File: src/rtl/pfr_pkg.sv
`timescale 1ns / 1ps
`default_nettype none
package pfr_pkg;

    localparam logic [2:0] CMD_LOAD    = 3'd0;
    localparam logic [2:0] CMD_PUT     = 3'd1;
    localparam logic [2:0] CMD_CLEAR   = 3'd2;
    localparam logic [2:0] CMD_HOME    = 3'd3;
    localparam logic [2:0] CMD_REFRESH = 3'd4;

    localparam logic [7:0] FIRST_SYMBOL = 8'd32;
    localparam logic [7:0] LAST_SYMBOL  = 8'd126;
    localparam int         RECORD_BYTES = 25;

    localparam logic [7:0] COL_LO_CMD    = 8'h00;
    localparam logic [7:0] COL_HI_CMD    = 8'h10;
    localparam logic [7:0] PAGE_CMD_BASE = 8'hB0;
    localparam int         DATA_OFFSET   = 3;

    localparam int QUEUE_DEPTH = 2;

    typedef enum logic [2:0] {
        OP_LOAD,
        OP_PUT,
        OP_CLEAR,
        OP_HOME,
        OP_REFRESH
    } t_op;

    typedef enum logic [2:0] {
        ST_CLEAR,
        ST_IDLE,
        ST_GLYPH,
        ST_GLYPH_END,
        ST_EMIT
    } t_state;

    typedef struct packed {
        t_op         op;
        logic [11:0] addr;
        logic [7:0]  data;
        logic        line;
    } t_q_word;

    typedef struct packed {
        logic q_full;
        logic init_busy;
    } t_front_ctrl;

endpackage
`default_nettype wire

File: src/rtl/pfr_queue.sv
`timescale 1ns / 1ps
`default_nettype none
module pfr_queue (
    input  wire               i_clk,
    input  wire               i_rst_n,
    input  wire               i_push,
    input  wire pfr_pkg::t_q_word i_word,
    output logic              o_full,
    input  wire               i_pop,
    output pfr_pkg::t_q_word  o_word,
    output logic              o_empty
);

    localparam int PW = $clog2(pfr_pkg::QUEUE_DEPTH);
    localparam int CW = $clog2(pfr_pkg::QUEUE_DEPTH + 1);

    pfr_pkg::t_q_word r_mem [pfr_pkg::QUEUE_DEPTH];
    logic [PW-1:0]    r_wr_ptr;
    logic [PW-1:0]    r_rd_ptr;
    logic [CW-1:0]    r_count;
    logic [PW-1:0]    n_wr_ptr;
    logic [PW-1:0]    n_rd_ptr;
    logic [CW-1:0]    n_count;
    logic             do_push;
    logic             do_pop;

    assign o_full  = (r_count == CW'(pfr_pkg::QUEUE_DEPTH));
    assign o_empty = (r_count == '0);
    assign o_word  = r_mem[r_rd_ptr];
    assign do_push = i_push && !o_full;
    assign do_pop  = i_pop && !o_empty;

    always_comb begin
        n_wr_ptr = r_wr_ptr;
        n_rd_ptr = r_rd_ptr;
        n_count  = r_count;
        if (do_push) begin
            n_wr_ptr = (r_wr_ptr == PW'(pfr_pkg::QUEUE_DEPTH - 1)) ? '0 : r_wr_ptr + 1'b1;
        end
        if (do_pop) begin
            n_rd_ptr = (r_rd_ptr == PW'(pfr_pkg::QUEUE_DEPTH - 1)) ? '0 : r_rd_ptr + 1'b1;
        end
        if (do_push && !do_pop) begin
            n_count = r_count + 1'b1;
        end else if (do_pop && !do_push) begin
            n_count = r_count - 1'b1;
        end
    end

    always_ff @(posedge i_clk) begin
        if (!i_rst_n) begin
            r_wr_ptr <= '0;
            r_rd_ptr <= '0;
            r_count  <= '0;
        end else begin
            r_wr_ptr <= n_wr_ptr;
            r_rd_ptr <= n_rd_ptr;
            r_count  <= n_count;
        end
    end

    always_ff @(posedge i_clk) begin
        if (do_push) begin
            r_mem[r_wr_ptr] <= i_word;
        end
    end

endmodule
`default_nettype wire

File: config.mk
export PLATFORM = sky130hd
export DESIGN_NAME = pfr_queue
export DESIGN_NICKNAME = d
export VERILOG_FILES = /design/src/rtl/pfr_pkg.sv /design/src/rtl/pfr_queue.sv
export SDC_FILE = /design/constraint.sdc
export NUM_CORES = 1
export LEC_CHECK = 0
export ABC_CLOCK_PERIOD_IN_PS = 4200
export BUFFER_PORTS_ARGS = -buffer_cell sky130_fd_sc_hd__buf_2
export CORE_AREA = 2 2 63 65
export CTS_BUF_LIST = sky130_fd_sc_hd__clkbuf_4 sky130_fd_sc_hd__clkbuf_8 sky130_fd_sc_hd__clkbuf_16
export DETAILED_ROUTE_END_ITERATION = 8
export DIE_AREA = 0 0 65 67
export GPL_TIMING_DRIVEN = 0
export PLACE_DENSITY = 0.78
export SYNTH_ARGS = -nofsm -noshare
export SYNTH_HDL_FRONTEND = slang
export SYNTH_SLANG_ARGS = --single-unit
File: constraint.sdc
create_clock -name i_clk -period 4.2 [get_ports i_clk]
set_input_delay 0.63 -clock i_clk [delete_from_list [all_inputs] [get_ports i_clk]]
set_output_delay 0.63 -clock i_clk [all_outputs]
set_load 0.01 [all_outputs]
==> summary.txt <==
status -> complete, no violations
Synth Register Bits -> 53
vias in the first global route -> 1065
Critical Path End Type -> output port
async set or reset register ratio after synthesis -> 0%
Setup Buffers After CTS -> 0
clock latency on the worst-skew pair -> 290 ps
Clock Sink Count -> 53
CTS root buffer -> clkbuf_8
Mapped Area -> 0.00196 mm^2
CP max stage delay -> 370 ps
r2r endpoint -> r_mem[1][18]
worst path cell trace -> buf_2, buf_2, mux2_2, buf_2
worst-path fanout max -> 10
Via Count -> 1034
combinational power share -> 28.5%
R2R cell count -> 2
power share of the clock group -> 22.9%
Power Total -> 1.42 mW
pin count of the biggest net entering global routing -> 25
sequential share of power -> 48.7%
max-cap violations -> 0
Synth top cells by count -> 48 x edfxtp_1, 24 x mux2_2, 5 x dfxtp_1
Post-Syn Nets -> 129
WP buf/inv -> 3
first-pass GRT wire length -> 4710 um
Slew Viols, Final -> 0
slew margin rel. -> 27.6%
Port Buffers -> 53
Startpoint Class -> register
Synth cell types -> 20
Switching Power -> 0.379 mW
Routed Antenna Nets -> 0
CP most frequent cell -> buf_2
Worst EP arrival -> 1530 ps
Least-Margin Pin Slew -> 1090 ps
CP delay by family, top -> buffers and inverters
HP Class -> in -> reg
Via density -> 4.92
Cells after DPL -> 202
H-tree depth -> 2
cell with the most instances after synthesis -> edfxtp_1
post-synth top area share -> 73.5%
final setup violation count -> 0
final core utilization -> 67.4%
Fmax -> 463 MHz
DR iter-0 viols -> 54
num rows -> 22
gp weighted congestion -> 0.683
nets -> 190
Max IR drop VDD -> 0.397 mV
detailed-route DRC error count -> 0
Post-Route WL -> 3050 um
Hold Startpoint -> i_word[10]
Worst Path Required -> 3570 ps
Crit Path Class -> reg -> out
Initial Utilization -> 54.4%
core area -> 0.00361 mm^2
Seq/Total Area, Yosys -> 78.6%
hold_ws -> 520 ps
Area contributors post-synth -> edfxtp_1 74%, mux2_2 14%, dfxtp_1 5.1%, and2_1 0.96%, xnor2_1 0.89%
chip width -> 65 um
Total Neg Setup Slack -> 0 ps
ys flop type -> edfxtp_1
PostCTS Resize Cnt -> 0
clock-pin slew on the worst setup and hold paths -> 80 ps
Ys Warns -> 0
1st-pass router iterations -> 4
FF-to-FF setup slack -> 2310 ps
Area Growth Syn to Fin -> 23.9%
final setup margin -> 2040 ps
DPL Wire Length -> 2200 um
ANT cells -> 0
initial antenna violation count -> 0
crit path max-delay cell type -> mux2_2
Switching Share -> 26.7%
I/O pin cnt -> 54
final period utilization -> 51.4%
CTS Hold Bufs -> 0
Synth area leader -> edfxtp_1
EDFF count, synth -> 48
Placed Area -> 0.00232 mm^2
Final Skew -> 4.15 ps
unrepaired setup endpoints after global routing -> false
Total GRT Usage -> 15.2%
Post-Layout Cell Count -> 210
Leak -> 0.928 nW
Final Cell Area -> 0.00243 mm^2
Die Y -> 67 um
syn_area_per_cell -> 19.6 um^2
Final Hold Vio Count -> 0
Power Density -> 585 mW/mm^2
pre-CTS WS -> 2160 ps
WL/cell -> 14.5 um
share of cells above drive strength 1 -> 55.6%
die area -> 0.00436 mm^2
GRT overflow -> 0
Hold Path End -> r_mem[0][10]
clock buffer depth -> 2
CTS buffer count -> 5
post-route minimum period -> 2160 ps
hold path cells -> 1
Int Pwr -> 1.04 mW
CTS tree -> done
FF-to-FF Start -> r_count[0]
Cells after Synth -> 100
-- sequential cells by signal (all words and copies together), names as in the netlist, named ones only --
| signal | count |
|---|---|
| r_count | 2 |
| r_rd_ptr | 1 |
| r_mem | 48 |
| r_wr_ptr | 1 |
-- cell families after synthesis --
group | after synthesis | share of synthesized area, %
flip-flops | 53 | 78.6
XOR/XNOR | 3 | 1.34
AND/OR/NAND/NOR | 9 | 2.81
adder cells (fa/ha/maj) | 1 | 0.638
AO/OA/AOI/OAI | 5 | 1.66
multiplexers | 24 | 13.8
buffers and inverters | 5 | 1.15
-- power by group through the flow --
stage	clock [mW]	sequential [mW]	combinational (mW)
5_1_grt	0.356	0.699	0.443
3_3_place_gp	0	0.700	0.376
4_1_cts	0.333	0.692	0.413
2_1_floorplan	0	0.697	0.259
6_report	0.325	0.692	0.404
3_5_place_dp	0	0.704	0.411
-- how the worst max path moves through the flow --
| stage | from | to | depth (start not counted) |
|---|---|---|---|
| 3_5_place_dp | i_push | r_mem[1][16] | 2 |
| 6_report | register | o_word[23] | 4 |
| 4_1_cts | register | o_word[23] | 4 |
| 2_1_floorplan | i_push | r_mem[0][0] | 2 |
| 3_3_place_gp | i_push | r_mem[0][16] | 3 |
| 5_1_grt | register | o_word[5] | 4 |
-- routing by layer --
| metal | routed length, um | share of wire, % | global-route usage (%) | vias to the layer above |
|---|---|---|---|---|
| met1 | 1110 | 36 | 16.5 | 497 |
| met2 | 1730 | 57 | 27.7 | 33 |
| met5 | 0 | 0 | 0 | - |
| met3 | 198 | 6.5 | 5.24 | 2 |
| met4 | 13 | 0.43 | 4.79 | 0 |
| li1 | - | - | - | 502 |
-- layout by cell type, fill, tap and decap left out --
master       n
buf_2       56
edfxtp_1    48
mux2_2      24
dfxtp_1      5
clkbuf_8     5
and2_1       3
nor2_1       2
xnor2_1      2
inv_1        1
nand2b_1     1
inv_2        1
o21ai_1      1
and3_1       1
nor3_4       1
a21boi_0     1
o21a_1       1
xor2_1       1
o21ai_0      1
or3_1        1
a21boi_1     1
ha_1         1
clkinvlp_4   1
bufinv_16    1
clkinv_1     1
buf_16       1
-- layout make-up --
class                      instances  area [um^2]
buffer                             3         15.0
clock inverter                     3         41.3
sequential                        53         1540
inverter                           2         7.51
fill                             256         1180
multi-input combinational         42          403
tap                               48         60.1
clock buffer                       5         68.8
timing repair buffer              54          293
Power figures use the tool's default switching activity.
