File: src/rtl/pfr_pkg.sv
`timescale 1ns / 1ps
`default_nettype none
package pfr_pkg;

    localparam logic [2:0] CMD_LOAD    = 3'd0;
    localparam logic [2:0] CMD_PUT     = 3'd1;
    localparam logic [2:0] CMD_CLEAR   = 3'd2;
    localparam logic [2:0] CMD_HOME    = 3'd3;
    localparam logic [2:0] CMD_REFRESH = 3'd4;

    localparam logic [7:0] FIRST_SYMBOL = 8'd32;
    localparam logic [7:0] LAST_SYMBOL  = 8'd126;
    localparam int         RECORD_BYTES = 25;

    localparam logic [7:0] COL_LO_CMD    = 8'h00;
    localparam logic [7:0] COL_HI_CMD    = 8'h10;
    localparam logic [7:0] PAGE_CMD_BASE = 8'hB0;
    localparam int         DATA_OFFSET   = 3;

    localparam int QUEUE_DEPTH = 2;

    typedef enum logic [2:0] {
        OP_LOAD,
        OP_PUT,
        OP_CLEAR,
        OP_HOME,
        OP_REFRESH
    } t_op;

    typedef enum logic [2:0] {
        ST_CLEAR,
        ST_IDLE,
        ST_GLYPH,
        ST_GLYPH_END,
        ST_EMIT
    } t_state;

    typedef struct packed {
        t_op         op;
        logic [11:0] addr;
        logic [7:0]  data;
        logic        line;
    } t_q_word;

    typedef struct packed {
        logic q_full;
        logic init_busy;
    } t_front_ctrl;

endpackage
`default_nettype wire

File: src/rtl/pfr_front.sv
`timescale 1ns / 1ps
`default_nettype none
module pfr_front (
    input  wire                   i_valid,
    output logic                  o_ready,
    input  wire  [2:0]            i_cmd,
    input  wire  [11:0]           i_font_addr,
    input  wire  [7:0]            i_font_byte,
    input  wire                   i_text_line,
    input  wire  [7:0]            i_symbol,
    input  wire  pfr_pkg::t_front_ctrl i_ctrl,
    output logic                  o_push,
    output pfr_pkg::t_q_word      o_word
);

    logic       keep;
    logic [7:0] sym_idx;

    assign o_ready = !i_ctrl.q_full && !i_ctrl.init_busy;
    assign sym_idx = i_symbol - pfr_pkg::FIRST_SYMBOL;

    always_comb begin
        keep        = 1'b1;
        o_word.op   = pfr_pkg::OP_LOAD;
        o_word.addr = i_font_addr;
        o_word.data = i_font_byte;
        o_word.line = i_text_line;
        case (i_cmd)
            pfr_pkg::CMD_LOAD: begin
                o_word.op = pfr_pkg::OP_LOAD;
            end
            pfr_pkg::CMD_PUT: begin
                o_word.op   = pfr_pkg::OP_PUT;
                o_word.addr = 12'(pfr_pkg::RECORD_BYTES * int'(sym_idx));
                keep = (i_symbol >= pfr_pkg::FIRST_SYMBOL)
                    && (i_symbol <= pfr_pkg::LAST_SYMBOL);
            end
            pfr_pkg::CMD_CLEAR: begin
                o_word.op = pfr_pkg::OP_CLEAR;
            end
            pfr_pkg::CMD_HOME: begin
                o_word.op = pfr_pkg::OP_HOME;
            end
            pfr_pkg::CMD_REFRESH: begin
                o_word.op = pfr_pkg::OP_REFRESH;
            end
            default: begin
                keep = 1'b0;
            end
        endcase
    end

    assign o_push = i_valid && o_ready && keep;

endmodule
`default_nettype wire

File: config.mk
export PLATFORM = sky130hd
export DESIGN_NAME = pfr_front
export DESIGN_NICKNAME = d
export VERILOG_FILES = /design/src/rtl/pfr_pkg.sv /design/src/rtl/pfr_front.sv
export SDC_FILE = /design/constraint.sdc
export NUM_CORES = 1
export LEC_CHECK = 0
export BUFFER_PORTS_ARGS = -buffer_cell sky130_fd_sc_hd__buf_2
export CAP_MARGIN = 20
export CORE_MARGIN = 3
export CORE_UTILIZATION = 42
export DETAILED_ROUTE_END_ITERATION = 7
export PLACE_DENSITY = 0.92
export SETUP_SLACK_MARGIN = 0.02
export SYNTH_ARGS = -nofsm -noshare
export SYNTH_HDL_FRONTEND = slang
export SYNTH_SLANG_ARGS = --single-unit
File: constraint.sdc
create_clock -name vclk -period 2.9
set_input_delay 0.435 -clock vclk [all_inputs]
set_output_delay 0.435 -clock vclk [all_outputs]
set_load 0.005 [all_outputs]
==> results of run 1 <==
[how the worst max path moves through the flow]
stage           startpoint         end  slack, ns  cells after the start
6_report       i_symbol[3]  o_word[19]      -0.39                     14
5_1_grt        i_symbol[5]  o_word[20]      -0.52                     15
4_1_cts        i_symbol[5]  o_word[20]      -0.32                     15
3_5_place_dp   i_symbol[3]  o_word[19]      -0.41                     14
3_3_place_gp   i_symbol[5]  o_word[20]      -0.34                     15
2_1_floorplan  i_symbol[5]  o_word[20]      -0.07                     13
[report_power, final]
part	leakage (uW)	internal [uW]	switching, uW	total [uW]
combinational	0.000846	318	262	579
clock	0	0	0	0
sequential	0	0	0	0
[kinds of logic after synthesis]
logic type	Yosys count	synth area share, %
xor+xnor	8	7.04
fa+ha+maj	34	45.0
simple gates	29	15.6
buf+inv	33	16.7
mux	2	2.26
compound gates	23	13.3
[per-layer routing]
layer  global-route usage (%)  vias up
met2                     47.0       41
met1                     28.3      520
li1                         -      550
met3                     1.63       10
met4                     8.71        0
met5                        0        -
[what timing repair did]
action / 4_1_cts / 5_1_grt
setup buffers: 4 / 3
endpoints found under the setup margin: 5 / 6
pin swaps: 21 / 7
gates resized for setup: 38 / 9
[layout make-up]
type | instances | area, um^2 | area share [%]
multi-input combinational | 96 | 1100 | 64.3
timing repair buffer | 71 | 489 | 28.6
inverter | 21 | 86.3 | 5.05
tap | 27 | 33.8 | 1.98
[cell usage in the layout (no fill, tap or decap), types with 2 or more instances in the layout]
cell | netlist | layout
sky130_fd_sc_hd__fa_1 | 3 | 2
sky130_fd_sc_hd__buf_6 | 1 | 7
sky130_fd_sc_hd__nor3b_1 | 3 | 3
sky130_fd_sc_hd__nor2b_1 | 3 | 2
sky130_fd_sc_hd__inv_2 | 0 | 10
sky130_fd_sc_hd__buf_4 | 9 | 24
sky130_fd_sc_hd__ha_1 | 31 | 15
sky130_fd_sc_hd__a21oi_1 | 5 | 4
sky130_fd_sc_hd__mux2_2 | 2 | 2
sky130_fd_sc_hd__nor2_1 | 2 | 2
sky130_fd_sc_hd__a21o_1 | 2 | 2
sky130_fd_sc_hd__o21ai_0 | 8 | 5
sky130_fd_sc_hd__inv_1 | 21 | 9
sky130_fd_sc_hd__clkinvlp_4 | 0 | 2
sky130_fd_sc_hd__ha_4 | 0 | 15
sky130_fd_sc_hd__buf_2 | 1 | 37
sky130_fd_sc_hd__nand2_1 | 11 | 10
sky130_fd_sc_hd__xnor2_1 | 3 | 2
sky130_fd_sc_hd__buf_8 | 0 | 3
sky130_fd_sc_hd__o21ai_1 | 2 | 5
sky130_fd_sc_hd__xor2_1 | 5 | 4
[stage by stage]
| step | power (uW) | util (%) | area (um^2) | hold slack [ns] | cells |
|---|---|---|---|---|---|
| 2_1_floorplan | 264 | - | 1090 | 0.900 | 129 |
| 3_3_place_gp | 382 | 66.9 | 1410 | 0.870 | 208 |
| 3_5_place_dp | 405 | 66.9 | 1410 | 0.870 | 208 |
| 4_1_cts | 523 | 78.6 | 1650 | 0.870 | 212 |
| 5_1_grt | 632 | 81.3 | 1710 | 0.870 | 215 |
| 6_report | 579 | 81.3 | 1710 | 0.870 | 215 |
[cell usage after synthesis (all sizes together)]
master / count
a21o: 2
or4: 1
nor3b: 3
a31oi: 2
ha: 31
xor2: 5
o31a: 1
nand4b: 1
or3: 1
and3b: 1
xnor2: 3
nor2b: 3
nand4: 1
and3: 1
o22ai: 1
fa: 3
mux2: 2
nor2: 2
a21oi: 5
buf: 11
clkbuf: 1
inv: 21
nand2: 11
a211oi: 1
nand3: 3
o21ai: 10
o21a: 1
nand2b: 1
==> impl_results.rst, run 1 <==
.. list-table::
   :header-rows: 1

   * - Metric
     - Value
   * - Status
     - finished, violations left
   * - Violations in the final reports
     - setup timing
   * - Origin of the worst min-delay path
     - i_font_byte[1]
   * - Estimated wirelength of the detail-placed design
     - 2.22 mm
   * - Via count of the first global-routing pass
     - 1227
   * - GRT Resource Usage Total
     - 24.7%
   * - Top area cells in the synthesized netlist
     - sky130_fd_sc_hd__ha_1, sky130_fd_sc_hd__inv_1, sky130_fd_sc_hd__buf_4, sky130_fd_sc_hd__fa_1, sky130_fd_sc_hd__xor2_1
   * - RSZ-0062 raised after global routing
     - yes
   * - Initial cell density of the core
     - 47.3%
   * - CP Cell Sequence
     - buf_8 -> inv_2 -> ha_4 -> ha_4 -> inv_2 -> fa_1 -> inv_2 -> ha_4 -> o21a_1 -> o31a_1 -> o21ai_1 -> or3_1 -> nand3_2 -> buf_2
   * - Data arrival at the endpoint of the critical path
     - 2.86 ns
   * - Worst hold path type
     - input pin to output pin
   * - CP max stage delay
     - 0.51 ns
   * - Sink of the worst hold path
     - o_word[2]
   * - Part of the cycle the worst path needs
     - 114%
   * - Drt initial violations
     - 18
   * - Area added between synthesis and finish
     - 71.8%
   * - Total of max-cap violations
     - 0
   * - Number of rows created at floorplan
     - 16
   * - DR WL met3
     - 189 um
   * - Top sig layer
     - met4
   * - Number of antenna violations at the first check in global routing
     - 0
   * - Number of port buffers
     - 43
   * - Die width
     - 54.7 um
   * - Ant diodes
     - 0
   * - Leak
     - 0.000846 uW
   * - Largest net degree at the start of global routing
     - 25
   * - Slew Viols, Final
     - 0
   * - Slew at the pin closest to its max-slew limit
     - 0.265 ns
   * - Setup WS post-layout
     - -0.394 ns
   * - Required time of the critical path
     - 2.47 ns
   * - Proportion of netlist area held by the largest area contributor
     - 39.0%
   * - Met2 WL post-DR
     - 1.84 mm
   * - Number of fillers in the final layout
     - 127
   * - Core footprint
     - 2100 um^2
   * - Post-synthesis cell area
     - 995 um^2
   * - Critical path's top delay family
     - adder cells
   * - Total number of vias
     - 1121
   * - Placer congestion estimate
     - 0.756
   * - Die Footprint
     - 2990 um^2
   * - Global-route wire length before repair
     - 5.34 mm
   * - Hold buffers post-CTS
     - 0
   * - Remaining design rule violation count
     - 0
   * - Number of endpoints with negative hold slack in the final report
     - 0
   * - Wirelength, routed
     - 3.47 mm
   * - Number of sequential cells in the layout
     - 0
   * - Highest achievable clock rate
     - 304 MHz
   * - Router iterations before antenna repair
     - 4
   * - Tmin final
     - 3.29 ns
   * - Fraction of the yosys area taken by sequential cells
     - 0%
   * - Critical Setup Path Class
     - input pin to output pin
   * - Setup TNS
     - -1.55 ns
   * - Number of cells on the worst hold path
     - 0
   * - Kind of start point of the critical path
     - input pin
   * - Power per Cell Area
     - 339 nW/um^2
   * - Max_slew headroom
     - 82.3%
   * - Grt total ovfl
     - 0
   * - IR drop worst, VDD
     - 0.353 mV
   * - Net count after synthesis
     - 198
   * - Fraction of layout cells with a size suffix above 1
     - 59.0%
   * - Crit. End Element
     - output pin
   * - Num ports
     - 61
   * - Setup Slack @ Placement
     - -0.414 ns
   * - Average footprint of a synthesized cell
     - 7.71 um^2
   * - Routed length per instance
     - 16.1 um
   * - Cell with the largest stage delay on the worst path
     - sky130_fd_sc_hd__fa_1
   * - Number of nets in the finished design
     - 259
   * - Post-detailed-route count of antenna-violating nets
     - 0
   * - Gate Count Post-Synth
     - 129
   * - Buf/Inv on CP
     - 5
   * - Number of distinct library cell variants in the gate-level netlist after synthesis
     - 31
   * - Wire length on met1
     - 1.36 mm
   * - Critical path peak fanout
     - 4
   * - Final-layout clock buffer total
     - 0
   * - Vias per Instance
     - 5.21
   * - Finish-stage setup viols
     - 5
   * - Sequential cell area
     - 0 um^2
   * - Cell type with the largest total area after synthesis
     - sky130_fd_sc_hd__ha_1
   * - DIE HEIGHT
     - 54.7 um
   * - Yosys Warn Count
     - 0
(Power assumes the default switching activity.)
==> inputs of run 2 (changes only) <==
--- a/config.mk
+++ b/config.mk
@@ -7,10 +7,12 @@
 export LEC_CHECK = 0
 export BUFFER_PORTS_ARGS = -buffer_cell sky130_fd_sc_hd__buf_2
 export CAP_MARGIN = 20
+export CELL_PAD_IN_SITES_DETAIL_PLACEMENT = 0
+export CELL_PAD_IN_SITES_GLOBAL_PLACEMENT = 1
 export CORE_MARGIN = 3
-export CORE_UTILIZATION = 42
+export CORE_UTILIZATION = 28
 export DETAILED_ROUTE_END_ITERATION = 7
-export PLACE_DENSITY = 0.92
+export PLACE_DENSITY = 0.91
 export SETUP_SLACK_MARGIN = 0.02
 export SYNTH_ARGS = -nofsm -noshare
 export SYNTH_HDL_FRONTEND = slang
==> impl_results.rst, run 2 (same netlist as run 1, synthesis figures left out) <==
.. list-table::
   :header-rows: 1

   * - Metric
     - Value
   * - Ant diodes
     - 0 (unchanged)
   * - CP Launch Point
     - i_symbol[2] (was i_symbol[3])
   * - Final std cell area, no fill
     - 1740 um^2 (was 1710 um^2)
   * - CP max stage delay
     - 0.49 ns (was 0.51 ns)
   * - Most used cells in the layout excluding fill and tap cells
     - sky130_fd_sc_hd__buf_2, sky130_fd_sc_hd__buf_4, sky130_fd_sc_hd__ha_4, sky130_fd_sc_hd__ha_1, sky130_fd_sc_hd__nand2_1 (was sky130_fd_sc_hd__buf_2, sky130_fd_sc_hd__buf_4, sky130_fd_sc_hd__ha_4, sky130_fd_sc_hd__ha_1)
   * - Kind of start point of the critical path
     - input pin (unchanged)
   * - Wirelength, routed
     - 2.52 mm (was 3.47 mm)
   * - Initial cell density of the core
     - 29.3% (was 47.3%)
   * - Final-layout clock buffer total
     - 0 (unchanged)
   * - Number of standard cells in the final layout excluding fillers
     - 232 (was 215)
   * - Remaining design rule violation count
     - 0 (unchanged)
   * - Data arrival at the endpoint of the critical path
     - 2.78 ns (was 2.86 ns)
   * - Power per Cell Area
     - 303 nW/um^2 (was 339 nW/um^2)
   * - Setup WS post-layout
     - -0.314 ns (was -0.394 ns)
   * - Vias per Instance
     - 4.45 (was 5.21)
   * - Highest achievable clock rate
     - 311 MHz (was 304 MHz)
   * - Total number of vias
     - 1032 (was 1121)
   * - Total of max-cap violations
     - 0 (unchanged)
   * - Cell mode on critical path
     - sky130_fd_sc_hd__ha_4
   * - Sequential cell area
     - 0 um^2 (unchanged)
   * - Drt initial violations
     - 7 (was 18)
   * - Post-detailed-route count of antenna-violating nets
     - 0 (unchanged)
   * - Required time of the critical path
     - 2.47 ns (about the same)
   * - Num ports
     - 61 (unchanged)
   * - Number of antenna violations at the first check in global routing
     - 0 (unchanged)
   * - RSZ-0062 raised after global routing
     - yes (unchanged)
   * - Slew at the pin closest to its max-slew limit
     - 0.668 ns (was 0.265 ns)
   * - Crit. End Element
     - output pin (unchanged)
   * - Number of rows created at floorplan
     - 21 (was 16)
   * - Violations in the final reports
     - setup timing (unchanged)
   * - Placer congestion estimate
     - 0.723 (was 0.756)
   * - Global-route wire length before repair
     - 4.02 mm (was 5.34 mm)
   * - Top sig layer
     - met4 (unchanged)
   * - Slew Viols, Final
     - 0 (unchanged)
   * - Number of endpoints with negative hold slack in the final report
     - 0 (unchanged)
   * - Grt total ovfl
     - 0 (unchanged)
   * - Area added between synthesis and finish
     - 74.5% (was 71.8%)
   * - Status
     - finished, violations left (unchanged)
   * - Routed length per instance
     - 10.8 um (was 16.1 um)
   * - Placed cell areas
     - 1450 um^2 (was 1410 um^2)
   * - Power consumption
     - 525 uW (was 579 uW)
   * - Worst hold path type
     - input pin to output pin (unchanged)
   * - Met2 WL post-DR
     - 1.35 mm (was 1.84 mm)
   * - Core footprint
     - 3390 um^2 (was 2100 um^2)
   * - Part of the cycle the worst path needs
     - 111% (was 114%)
   * - Number of cells on the worst hold path
     - 0 (unchanged)
   * - Final core utilization
     - 51.2% (was 81.3%)
   * - Wire length on met1
     - 1.03 mm (was 1.36 mm)
   * - Hold buffers post-CTS
     - 0 (unchanged)
   * - Largest net degree at the start of global routing
     - 19 (was 25)
   * - Critical Setup Path Class
     - input pin to output pin (unchanged)
   * - CP Cell Sequence
     - buf_8 -> ha_4 -> ha_4 -> inv_2 -> fa_1 -> inv_2 -> ha_4 -> nor2b_4 -> o31a_1 -> o21ai_2 -> or3_1 -> nand3_1 -> buf_2 (was buf_8 -> inv_2 -> ha_4 -> ha_4 -> inv_2 -> fa_1 -> inv_2 -> ha_4 -> o21a_1 -> o31a_1 -> o21ai_1 -> or3_1 -> nand3_2 -> buf_2)
   * - GRT Resource Usage Total
     - 11.2% (was 24.7%)
   * - Number of placed instances with taps included
     - 229 (was 208)
   * - Finish-stage setup viols
     - 5 (unchanged)
   * - Origin of the worst min-delay path
     - i_font_byte[0] (was i_font_byte[1])
   * - Die width
     - 65.6 um (was 54.7 um)
   * - Number of port buffers
     - 43 (unchanged)
   * - DR WL met3
     - 113 um (was 189 um)
   * - Number of nets in the finished design
     - 257 (was 259)
   * - DIE HEIGHT
     - 65.6 um (was 54.7 um)
   * - Sink of the worst hold path
     - o_word[1] (was o_word[2])
   * - Fraction of layout cells with a size suffix above 1
     - 60.8% (was 59.0%)
   * - Leak
     - 0.000828 uW (was 0.000846 uW)
   * - Number of sequential cells in the layout
     - 0 (unchanged)
   * - Critical path peak fanout
     - 4 (unchanged)
   * - Cell with the largest stage delay on the worst path
     - sky130_fd_sc_hd__fa_1 (unchanged)
   * - Critical path's top delay family
     - adder cells (unchanged)
   * - Most frequent standard cell in the layout excluding fill and tap cells
     - sky130_fd_sc_hd__buf_2 (unchanged)
   * - Die Footprint
     - 4300 um^2 (was 2990 um^2)
   * - Router iterations before antenna repair
     - 4 (unchanged)
   * - Via count of the first global-routing pass
     - 971 (was 1227)
   * - Tmin final
     - 3.21 ns (was 3.29 ns)
   * - Estimated wirelength of the detail-placed design
     - 1.96 mm (was 2.22 mm)
   * - Buf/Inv on CP
     - 4 (was 5)
   * - Max_slew headroom
     - 55.5% (was 82.3%)
   * - IR drop worst, VDD
     - 0.161 mV (was 0.353 mV)
run 2: cell types whose count changed in the layout (fill, tap and decap cells not counted), sizes merged:
cell,change
buf,-2
run 2: layout make-up:
class / count / area (um^2)
Multi-Input combinational cell: 96 / 1130
Inverter: 21 / 88.8
Timing Repair Buffer: 69 / 460
Fill cell: 309 / 1650
Tap cell: 46 / 57.6
run 2: per-stage QoR:
stage | worst slack [ns] | hold slack [ns] | TNS [ns]
6_report | -0.314 | 0.870 | -1.09
5_1_grt | -0.440 | 0.870 | -1.69
4_1_cts | -0.329 | 0.870 | -1.41
3_5_place_dp | -0.452 | 0.870 | -1.62
3_3_place_gp | -0.463 | 0.870 | -1.60
2_1_floorplan | -0.0688 | 0.900 | -0.119
run 2: what timing repair did:
item / in CTS / in global routing
setup buffers: 3 / 0
endpoints found under the hold margin: 0 / 0
endpoints found under the setup margin: 6 / 6
gates resized for setup: 15 / 36
pin swaps: 14 / 17
run 2: layer usage:
layer	vias to the layer above	track usage, %
met5	-	0
li1	542	-
met3	2	0.513
met2	23	22.0
met4	0	0.259
met1	465	13.9
run 2: worst max path at each step:
stage	end	slack [ns]	depth (start not counted)
finish	o_word[19]	-0.31	13
global route	o_word[20]	-0.44	15
CTS	o_word[20]	-0.33	15
detailed placement	o_word[20]	-0.45	15
global placement	o_word[20]	-0.46	15
floorplan	o_word[20]	-0.07	13
run 2: power breakdown:
part / switching (uW) / internal [uW] / total, uW / leakage (uW)
clock network: 0 / 0 / 0 / 0
logic: 229 / 296 / 525 / 0.000828
registers: 0 / 0 / 0 / 0
==> inputs of run 3 (changes only) <==
--- a/config.mk
+++ b/config.mk
@@ -6,10 +6,8 @@
 export NUM_CORES = 1
 export LEC_CHECK = 0
 export BUFFER_PORTS_ARGS = -buffer_cell sky130_fd_sc_hd__buf_2
-export CAP_MARGIN = 20
 export CELL_PAD_IN_SITES_DETAIL_PLACEMENT = 0
 export CELL_PAD_IN_SITES_GLOBAL_PLACEMENT = 1
-export CORE_MARGIN = 3
 export CORE_UTILIZATION = 28
 export DETAILED_ROUTE_END_ITERATION = 7
 export PLACE_DENSITY = 0.91
==> impl_results.rst, run 3 (same netlist as run 1, synthesis figures left out) <==
.. list-table::
   :header-rows: 1

   * - Metric
     - Value
   * - Wirelength, routed
     - 2.46 mm (was 2.52 mm)
   * - Data arrival at the endpoint of the critical path
     - 2.73 ns (was 2.78 ns)
   * - Final-layout clock buffer total
     - 0 (unchanged)
   * - Via count of the first global-routing pass
     - 918 (was 971)
   * - Number of endpoints with negative hold slack in the final report
     - 0 (unchanged)
   * - Footprint of the multi-input gates
     - 1090 um^2 (was 1130 um^2)
   * - Kind of start point of the critical path
     - input pin (unchanged)
   * - Routed length per instance
     - 10.4 um (was 10.8 um)
   * - Slew at the pin closest to its max-slew limit
     - 0.226 ns (was 0.668 ns)
   * - Power per Cell Area
     - 285 nW/um^2 (was 303 nW/um^2)
   * - Core footprint
     - 3360 um^2 (was 3390 um^2)
   * - Switching Power
     - 215 uW (was 229 uW)
   * - Critical Setup Path Class
     - input pin to output pin (unchanged)
   * - Estimated wirelength of the detail-placed design
     - 1.85 mm (was 1.96 mm)
   * - Number of sequential cells in the layout
     - 0 (unchanged)
   * - Vias per Instance
     - 4.52 (was 4.45)
   * - Setup WS post-layout
     - -0.270 ns (was -0.314 ns)
   * - Placer congestion estimate
     - 0.791 (was 0.723)
   * - GRT Resource Usage Total
     - 13.3% (was 11.2%)
   * - Remaining design rule violation count
     - 0 (unchanged)
   * - Hold buffers post-CTS
     - 0 (unchanged)
   * - Number of rows created at floorplan
     - 21 (unchanged)
   * - Share of power burned in the clock network
     - 0% (about the same)
   * - Proportion of total power due to net switching
     - 43.9% (was 43.6%)
   * - Total number of vias
     - 1067 (was 1032)
   * - Die width
     - 61.6 um (was 65.6 um)
   * - Post-detailed-route count of antenna-violating nets
     - 0 (unchanged)
   * - Finish-stage setup viols
     - 5 (unchanged)
   * - Router iterations before antenna repair
     - 3 (was 4)
   * - Sequential cell area
     - 0 um^2 (unchanged)
   * - Global-route wire length before repair
     - 3.88 mm (was 4.02 mm)
   * - Critical path peak fanout
     - 4 (unchanged)
   * - Max_slew headroom
     - 84.9% (was 55.5%)
   * - Number of fillers in the final layout
     - 330 (was 309)
   * - Placed cell areas
     - 1450 um^2 (about the same)
   * - RSZ-0062 raised after global routing
     - yes (unchanged)
   * - DIE HEIGHT
     - 61.6 um (was 65.6 um)
   * - Share of total power in combinational logic
     - 100.0% (about the same)
   * - Leak
     - 0.000835 uW (was 0.000828 uW)
   * - Die Footprint
     - 3790 um^2 (was 4300 um^2)
   * - Fraction of layout cells with a size suffix above 1
     - 59.5% (was 60.8%)
   * - Total of max-cap violations
     - 0 (unchanged)
   * - Crit. End Element
     - output pin (unchanged)
   * - Tmin final
     - 3.17 ns (was 3.21 ns)
   * - IR drop worst, VDD
     - 0.126 mV (was 0.161 mV)
   * - Part of the total power dissipated in sequential elements
     - 0% (about the same)
   * - Number of nets in the finished design
     - 261 (was 257)
   * - Initial cell density of the core
     - 29.6% (was 29.3%)
   * - Status
     - finished, violations left (unchanged)
   * - Area added between synthesis and finish
     - 72.5% (was 74.5%)
   * - Power consumption
     - 489 uW (was 525 uW)
   * - Highest achievable clock rate
     - 315 MHz (was 311 MHz)
   * - Most used cells in the layout excluding fill and tap cells
     - sky130_fd_sc_hd__buf_2, sky130_fd_sc_hd__buf_4, sky130_fd_sc_hd__ha_4, sky130_fd_sc_hd__ha_1, sky130_fd_sc_hd__nand2_1 (unchanged)
   * - Grt total ovfl
     - 0 (unchanged)
   * - Required time of the critical path
     - 2.47 ns (about the same)
   * - Drt initial violations
     - 20 (was 7)
   * - Largest net degree at the start of global routing
     - 13 (was 19)
   * - Ant diodes
     - 0 (unchanged)
   * - Cell-internal power
     - 274 uW (was 296 uW)
   * - Final std cell area, no fill
     - 1720 um^2 (was 1740 um^2)
   * - Part of the cycle the worst path needs
     - 109% (was 111%)
   * - Violations in the final reports
     - setup timing (unchanged)
   * - Number of port buffers
     - 43 (unchanged)
   * - Worst hold path type
     - input pin to output pin (unchanged)
   * - Number of antenna violations at the first check in global routing
     - 0 (unchanged)
   * - Slew Viols, Final
     - 0 (unchanged)
   * - Num ports
     - 61 (unchanged)
   * - Most frequent standard cell in the layout excluding fill and tap cells
     - sky130_fd_sc_hd__buf_2 (unchanged)
## run 3: changes by cell type in the layout (fill, tap and decap cells not counted), sizes merged
| cell | delta |
|---|---|
| buf | +4 |
## run 3: cell type report
cell class / count / area share [%]
multi-input combinational: 96 / 63.5
timing repair buffer: 73 / 27.9
inverter: 21 / 5.18
tap: 46 / 3.36
## run 3: worst paths after layout
path	startpoint	to	slack (ns)	cells after the start
setup / recovery	i_symbol[2]	o_word[19]	-0.27	13
hold / removal	i_font_byte[2]	o_word[3]	0.87	0
## run 3: critical path, stage by stage
cell	delay, ns
sky130_fd_sc_hd__buf_8	0.10
sky130_fd_sc_hd__ha_4	0.23
sky130_fd_sc_hd__ha_4	0.26
sky130_fd_sc_hd__inv_2	0.03
sky130_fd_sc_hd__fa_1	0.49
sky130_fd_sc_hd__inv_2	0.05
sky130_fd_sc_hd__ha_4	0.29
sky130_fd_sc_hd__nor2b_4	0.15
sky130_fd_sc_hd__o31a_1	0.15
sky130_fd_sc_hd__o21ai_1	0.07
sky130_fd_sc_hd__or3_1	0.31
sky130_fd_sc_hd__nand3_1	0.07
sky130_fd_sc_hd__buf_2	0.10
## run 3: per-layer routing
| layer | vias up | wire, um | share of wire [%] | track usage, % |
|---|---|---|---|---|
| li1 | 550 | - | - | - |
| met1 | 502 | 1070 | 43 | 17.8 |
| met2 | 15 | 1340 | 54 | 25.3 |
| met3 | 0 | 58 | 2.4 | 0 |
| met4 | 0 | 0 | 0 | 0.317 |
| met5 | - | 0 | 0 | 0 |
## run 3: power groups by stage
stage | clock (uW) | sequential, uW | combinational (uW)
2_1_floorplan | 0 | 0 | 264
3_3_place_gp | 0 | 0 | 387
3_5_place_dp | 0 | 0 | 390
4_1_cts | 0 | 0 | 443
5_1_grt | 0 | 0 | 545
6_report | 0 | 0 | 489
## run 3: timing repair
action | CTS | global route
pin swaps | 9 | 11
resized for setup | 26 | 16
buffers inserted | 5 | 1
gates cloned | 0 | 0
endpoints found under the setup margin | 6 | 6
## run 3: stage by stage
step / setup WS, ns / hold slack [ns] / TNS, ns / utilization [%] / cells
6_report: -0.270 / 0.870 / -0.914 / 51.0 / 236
5_1_grt: -0.426 / 0.870 / -1.50 / 51.0 / 236
4_1_cts: -0.310 / 0.870 / -1.01 / 48.6 / 235
3_5_place_dp: -0.386 / 0.870 / -1.51 / 43.2 / 230
3_3_place_gp: -0.384 / 0.870 / -1.48 / 43.2 / 230
2_1_floorplan: -0.0688 / 0.900 / -0.119 / - / 129
